[config.mk]
export PLATFORM = sky130hd
export DESIGN_NAME = intel_hex_record_loader
export DESIGN_NICKNAME = d
export VERILOG_FILES = /design/src/ihex_pkg.sv /design/src/intel_hex_record_loader.sv
export SDC_FILE = /design/constraint.sdc
export NUM_CORES = 1
export LEC_CHECK = 0
export BUFFER_PORTS_ARGS = -buffer_cell sky130_fd_sc_hd__buf_4
export CORE_MARGIN = 4
export CORE_UTILIZATION = 60
export CTS_CLUSTER_DIAMETER = 150
export DETAILED_ROUTE_END_ITERATION = 8
export PLACE_DENSITY = 0.8
export SLEW_MARGIN = 15
export SYNTH_ARGS = -nofsm -noshare
export SYNTH_HDL_FRONTEND = slang
export SYNTH_SLANG_ARGS = --single-unit
[constraint.sdc]
create_clock -name clk -period 16.8 [get_ports clk]
set_input_delay 0.84 -clock clk [delete_from_list [all_inputs] [get_ports clk]]
set_output_delay 0.84 -clock clk [all_outputs]
set_load 0.1 [all_outputs]
[src/ihex_pkg.sv]
`timescale 1ns / 1ps
// Shared types and constants for the Intel HEX record loader.
// No dependencies; used by the loader top level and its testbench.
package ihex_pkg;

  localparam int ADDR_W  = 16;
  localparam int BYTE_W  = 8;
  localparam int STAT_W  = 3;

  localparam logic [BYTE_W-1:0] CHAR_COLON = 8'h3A;

  typedef enum logic [2:0] {
    PH_START   = 3'd0,
    PH_LEN     = 3'd1,
    PH_ADDR_HI = 3'd2,
    PH_ADDR_LO = 3'd3,
    PH_TYPE    = 3'd4,
    PH_DATA    = 3'd5,
    PH_CSUM    = 3'd6,
    PH_SKIP    = 3'd7
  } phase_t;

  typedef enum logic [STAT_W-1:0] {
    ST_OK     = 3'd0,
    ST_FORMAT = 3'd1,
    ST_TYPE   = 3'd2,
    ST_CSUM   = 3'd3,
    ST_NOEND  = 3'd4
  } status_t;

  localparam logic [BYTE_W-1:0] TYPE_DATA = 8'h00;
  localparam logic [BYTE_W-1:0] TYPE_EOF  = 8'h01;

  typedef struct packed {
    logic                kind;
    logic [ADDR_W-1:0]   addr;
    logic [BYTE_W-1:0]   data;
    status_t             status;
  } result_t;

endpackage

[src/intel_hex_record_loader.sv]
`timescale 1ns / 1ps
// Intel HEX record loader: character-stream parser with code-memory write output.
// Depends on ihex_pkg.
//
// Takes one file character, or an end-of-file mark (in_tuser high), per cycle while
// in_tready is high, and parses Intel HEX records in a single registered pass; a
// result, if any, is registered into the output stage. Each data byte
// leaves at once as a code-memory write (out_tuser low); a final status (out_tuser
// high) ends the file, after which the next character starts a new one. Results
// pass through an output register backed by a skid register: in_tready drops only
// while both hold a result that the downstream side has not taken.
module intel_hex_record_loader (
  input  logic        clk,
  input  logic        rst_n,
  input  logic        in_tvalid,
  output logic        in_tready,
  input  logic [7:0]  in_tdata,   // [7:0] char_in
  input  logic        in_tuser,   // [0] cmd
  output logic        out_tvalid,
  input  logic        out_tready,
  output logic [31:0] out_tdata,  // [15:0] write_addr, [23:16] write_data,
                                  // [26:24] load_status, [31:27] zero
  output logic        out_tuser   // [0] out_kind
);

  ihex_pkg::phase_t                  phase_r, phase_nxt;
  logic                              pend_r, pend_nxt;
  logic [3:0]                        hi_r, hi_nxt;
  logic [ihex_pkg::BYTE_W-1:0]       len_r, len_nxt;
  logic [ihex_pkg::ADDR_W-1:0]       addr_r, addr_nxt;
  logic [ihex_pkg::BYTE_W-1:0]       done_r, done_nxt;
  logic [ihex_pkg::BYTE_W-1:0]       sum_r, sum_nxt;

  ihex_pkg::result_t                 head_r, skid_r, res;
  logic                              head_v_r, skid_v_r, res_v;

  logic                              accept, pop, push;
  logic                              hex_ok;
  logic [3:0]                        nib;
  logic [ihex_pkg::BYTE_W-1:0]       byte_val, done_inc;

  assign accept   = in_tvalid && in_tready;
  assign pop      = head_v_r && out_tready;
  assign push     = accept && res_v;
  assign byte_val = {hi_r, nib};
  assign done_inc = done_r + 8'd1;

  always_comb begin
    hex_ok = 1'b1;
    nib    = 4'd0;
    if (in_tdata >= "0" && in_tdata <= "9") begin
      nib = 4'(in_tdata - "0");
    end else if (in_tdata >= "a" && in_tdata <= "f") begin
      nib = 4'(in_tdata - "a" + 8'd10);
    end else if (in_tdata >= "A" && in_tdata <= "F") begin
      nib = 4'(in_tdata - "A" + 8'd10);
    end else begin
      hex_ok = 1'b0;
    end
  end

  // next parse state and result for the current character
  always_comb begin
    phase_nxt  = phase_r;
    pend_nxt   = pend_r;
    hi_nxt     = hi_r;
    len_nxt    = len_r;
    addr_nxt   = addr_r;
    done_nxt   = done_r;
    sum_nxt    = sum_r;
    res_v      = 1'b0;
    res.kind   = 1'b1;
    res.addr   = '0;
    res.data   = '0;
    res.status = ihex_pkg::ST_OK;

    if (in_tuser) begin
      res_v      = 1'b1;
      res.status = (phase_r == ihex_pkg::PH_START) ? ihex_pkg::ST_FORMAT
                                                    : ihex_pkg::ST_NOEND;
    end else if (phase_r == ihex_pkg::PH_START) begin
      if (in_tdata != ihex_pkg::CHAR_COLON) begin
        res_v      = 1'b1;
        res.status = ihex_pkg::ST_FORMAT;
      end else begin
        phase_nxt = ihex_pkg::PH_LEN;
      end
    end else if (phase_r == ihex_pkg::PH_SKIP) begin
      if (in_tdata == ihex_pkg::CHAR_COLON) begin
        phase_nxt = ihex_pkg::PH_LEN;
      end
    end else if (!hex_ok) begin
      res_v      = 1'b1;
      res.status = ihex_pkg::ST_FORMAT;
    end else if (!pend_r) begin
      hi_nxt   = nib;
      pend_nxt = 1'b1;
    end else begin
      pend_nxt = 1'b0;
      sum_nxt  = sum_r + byte_val;
      unique case (phase_r)
        ihex_pkg::PH_LEN: begin
          len_nxt   = byte_val;
          phase_nxt = ihex_pkg::PH_ADDR_HI;
        end
        ihex_pkg::PH_ADDR_HI: begin
          addr_nxt  = {byte_val, 8'd0};
          phase_nxt = ihex_pkg::PH_ADDR_LO;
        end
        ihex_pkg::PH_ADDR_LO: begin
          addr_nxt  = {addr_r[15:8], byte_val};
          phase_nxt = ihex_pkg::PH_TYPE;
        end
        ihex_pkg::PH_TYPE: begin
          if (byte_val == ihex_pkg::TYPE_EOF) begin
            res_v      = 1'b1;
            res.status = ihex_pkg::ST_OK;
          end else if (byte_val != ihex_pkg::TYPE_DATA) begin
            res_v      = 1'b1;
            res.status = ihex_pkg::ST_TYPE;
          end else begin
            phase_nxt = (len_r == 8'd0) ? ihex_pkg::PH_CSUM : ihex_pkg::PH_DATA;
          end
        end
        ihex_pkg::PH_DATA: begin
          res_v    = 1'b1;
          res.kind = 1'b0;
          res.addr = addr_r + {8'd0, done_r};
          res.data = byte_val;
          done_nxt = done_inc;
          if (done_inc == len_r) begin
            phase_nxt = ihex_pkg::PH_CSUM;
          end
        end
        ihex_pkg::PH_CSUM: begin
          if (sum_nxt != 8'd0) begin
            res_v      = 1'b1;
            res.status = ihex_pkg::ST_CSUM;
          end else begin
            phase_nxt = ihex_pkg::PH_SKIP;
          end
        end
        default: begin
          phase_nxt = ihex_pkg::PH_START;
        end
      endcase
    end

    // a new record clears its fields
    if (phase_nxt == ihex_pkg::PH_LEN && phase_r != ihex_pkg::PH_LEN) begin
      pend_nxt = 1'b0;
      hi_nxt   = 4'd0;
      len_nxt  = '0;
      addr_nxt = '0;
      done_nxt = '0;
      sum_nxt  = '0;
    end

    // a final status returns to the reset state
    if (res_v && res.kind) begin
      phase_nxt = ihex_pkg::PH_START;
      pend_nxt  = 1'b0;
      hi_nxt    = 4'd0;
      len_nxt   = '0;
      addr_nxt  = '0;
      done_nxt  = '0;
      sum_nxt   = '0;
    end
  end

  always_ff @(posedge clk) begin
    if (!rst_n) begin
      phase_r <= ihex_pkg::PH_START;
      pend_r  <= 1'b0;
      hi_r    <= 4'd0;
      len_r   <= '0;
      addr_r  <= '0;
      done_r  <= '0;
      sum_r   <= '0;
    end else if (accept) begin
      phase_r <= phase_nxt;
      pend_r  <= pend_nxt;
      hi_r    <= hi_nxt;
      len_r   <= len_nxt;
      addr_r  <= addr_nxt;
      done_r  <= done_nxt;
      sum_r   <= sum_nxt;
    end
  end

  // output register with skid
  always_ff @(posedge clk) begin
    if (!rst_n) begin
      head_v_r <= 1'b0;
      skid_v_r <= 1'b0;
    end else if (pop) begin
      if (skid_v_r) begin
        head_r   <= skid_r;
        skid_v_r <= push;
        if (push) begin
          skid_r <= res;
        end
      end else begin
        head_v_r <= push;
        if (push) begin
          head_r <= res;
        end
      end
    end else if (push) begin
      if (!head_v_r) begin
        head_v_r <= 1'b1;
        head_r   <= res;
      end else begin
        skid_v_r <= 1'b1;
        skid_r   <= res;
      end
    end
  end

  assign in_tready  = !skid_v_r;
  assign out_tvalid = head_v_r;
  assign out_tuser  = head_r.kind;
  assign out_tdata  = {5'd0, head_r.status, head_r.data, head_r.addr};

endmodule

==> results.cfg <==
[run_status]
outcome = completed

[sta]
rsz0062_at_grt = false
finalSetupViolCount = 0
skew_ns = 0.0201
fin_crit_ns = 5.00
worst_slew_pin_slew_ns = 0.847
fmax_mhz = 200
timing.final.crit_share_pct = 29.8
maxSlewViolCount = 0
holdWs_ns = 0.483
slew_headroom_pct = 43.3
fin_ws_ns = 11.80
final_hold_viol_count = 0
fin_setup_tns_ns = 0

[final_layout]
postLayoutCoreUtil_pct = 68.5
postLayoutCellArea_mm2 = 0.00678
antenna_cells = 0
area_delta_synth_final_pct = 9.71
layout-drive-gt1-share_pct = 14.4
layout_common_cells = nand2_1 (78), edfxtp_1 (56), dfxtp_1 (50), buf_4 (49), nor2_1 (46)
layout_commonest_cell = nand2_1
nNetsFinal = 731

[pwr]
pwr_density_cell_mw_per_mm2 = 74.8
peakVddDrop_v = 0.0000450
p_leak_nw = 2.37

[critical_path]
crit_top_cell = inv_1
worstPathRequired_ns = 17.08
endpoint_kind = flop
cp_slowest_cell = or4_1
cpPeakStageDelay_ns = 0.46
cp_max_fo = 19
start_kind = input pin
path_cells = buf_4 > inv_1 > ha_1 > o21bai_1 > a21oi_1 > mux2i_1 > inv_1 > ha_1 > inv_1 > fa_1 > nor2b_1 > o22ai_1 > xnor2_1 > or4_1 > o31ai_2 > a31o_2 > nand2_2 > o311ai_1
critPathArrivalTime_ns = 5.29
path_buf_inv = 4
critPathKind = in2reg
cp_top_family = compound AO/OA/AOI/OAI gates

[global_routing]
grt_busiest_layer = met2
grt_pass1_wl_um = 24400
use_met1_pct = 34.4
grt-ovfl-total = 0
grt_usage_pct = 26.1
grt_util_met2_pct = 42.5
grt_pass1_vias = 4872
grt_max_degree = 62
antenna_found_initial = 0
use_met3_pct = 3.93

[synth]
ys_warn_count = 0
avgSynthCellArea_um2 = 9.15
yosys_register_bits = 106
async_flop_share_pct = 0
synth_edf_count = 56
ys_types = 81
synth_flop_cell = edfxtp_1
syn_inst = 676
synth_area_mm2 = 0.00618
synth_seq_area_share_pct = 43.4

[clocking]
cts_tree = yes
hold_buffers = 0
path_clk_slew_ns = 0.10
post_cts_buffers = 0
htree_levels = 3
cts_root_buf = clkbuf_8
clock_latency_ns = 0.39
numCtsBuffers = 9
cts_sinks = 106
cts_buffer_depth = 2
cts.repair.resized = 0

[floorplanning]
die_y_um = 110
die-area_mm2 = 0.0120
die_width_um = 110
rows = 36
ioPinCount = 48
coreArea_mm2 = 0.00991
initial_core_util_pct = 62.4

[job]
max_cap_viol_count = 0

[detailed_routing]
firstDrtPassIters = 5
via_count = 5293
ant_nets = 0
drcViolationCount = 0
wl_per_cell_um = 17.9
vias_per_cell = 6.35
wl_um = 15000
drt_iter0_drc = 534

[placement]
place_congestion = 0.947
post-dp-hpwl_um = 10500
place_ws_ns = 11.45
place_area_mm2 = 0.00656
io_buffers = 42

[worst_hold_path]
hold_path_class = reg2reg
## path summary, 6_finish.rpt
kind,startpoint,to,slack [ns],depth (start not counted)
worst max-delay path,in_tdata[1],done_r[4],11.80,18
worst max register to register,sum_r[0],done_r[4],13.29,11
worst min register to register,addr_r[2],addr_r[2],0.48,2
worst min-delay path,addr_r[2],addr_r[2],0.48,2
## cell type report
class | count | area, um^2
fillers | 782 | 3130
well taps | 133 | 166
multi-input cells | 493 | 3210
clock buffers | 10 | 128
repair buffers | 49 | 368
inverters | 37 | 139
flip-flops and latches | 106 | 2680
clock inverters | 6 | 93.8
## per-stage QoR
step	instances	power (W)
global placement	818	0.000336
global route	834	0.000523
finish	834	0.000508
CTS	834	0.000509
floorplan	680	0.000325
detailed placement	818	0.000337
## cells in the mapped netlist (3+ instances only)
cell type / count / area share (%)
a21o_1: 5 / 0.61
and4_1: 3 / 0.43
and3_1: 8 / 0.81
nor2b_1: 8 / 0.81
nor2_1: 46 / 2.8
buf_4: 7 / 0.85
nand2_1: 78 / 4.7
xor2_1: 10 / 1.4
nor4_1: 9 / 0.91
o31ai_1: 26 / 3.2
and2_1: 11 / 1.1
o21ai_1: 4 / 0.32
nor3_1: 14 / 1.1
o22ai_1: 6 / 0.61
o211ai_1: 10 / 1.2
nand3_1: 39 / 3.2
mux2_2: 7 / 1.3
o31ai_2: 3 / 0.61
nand4_1: 3 / 0.30
nand4b_1: 4 / 0.57
a311oi_1: 10 / 1.4
a31oi_1: 10 / 1.0
ha_1: 20 / 4.0
edfxtp_1: 56 / 27
xnor2_1: 18 / 2.5
a21oi_1: 33 / 2.7
buf_1: 3 / 0.18
o21ai_0: 31 / 2.5
a211oi_1: 4 / 0.49
dfxtp_1: 50 / 16
nor3b_1: 4 / 0.49
or3_1: 4 / 0.40
inv_1: 35 / 2.1
o21a_1: 7 / 0.85
or2_2: 3 / 0.30
clkbuf_1: 31 / 1.9
## per-layer routing
layer	vias up	share of wire [%]
met1	2508	42
met4	0	3.3
met2	225	48
met5	-	0
li1	2522	-
met3	38	7.0
## sequential cells by signal (all words and copies together) (netlist names)
signal      count
skid_r         28
skid_v_r        1
out_tuser       1
out_tdata      27
done_r          8
addr_r         16
len_r           8
phase_r         3
pend_r          1
hi_r            4
sum_r           8
out_tvalid      1
## report_power, final
| part | total [W] | switching, W | internal [W] |
|---|---|---|---|
| registers | 0.000276 | 0.00000148 | 0.000274 |
| clock network | 0.000176 | 0.0000904 | 0.0000856 |
| logic | 0.0000559 | 0.0000449 | 0.0000110 |
## logic make-up (layout without fill, tap and decap cells)
family,Yosys count,in the layout,share of synthesized area [%]
flip-flops,106,106,43.4
AO/OA/AOI/OAI,180,180,20.8
buffers and inverters,81,102,5.50
multiplexers,8,8,1.44
other,1,5,0.0606
AND/OR/NAND/NOR,250,250,20.2
adder cells (fa/ha/maj),22,22,4.69
XOR/XNOR,28,28,3.97
## worst reg2reg max path: stages, from the launching register on
cell      delay (ns)
dfxtp_1         0.36
ha_1            0.20
inv_1           0.07
fa_1            0.41
nor2b_1         0.22
o22ai_1         0.13
xnor2_1         0.15
or4_1           0.46
o31ai_2         0.37
a31o_2          0.39
nand2_2         0.32
o311ai_1        0.35
Power figures use the tool's default switching activity.
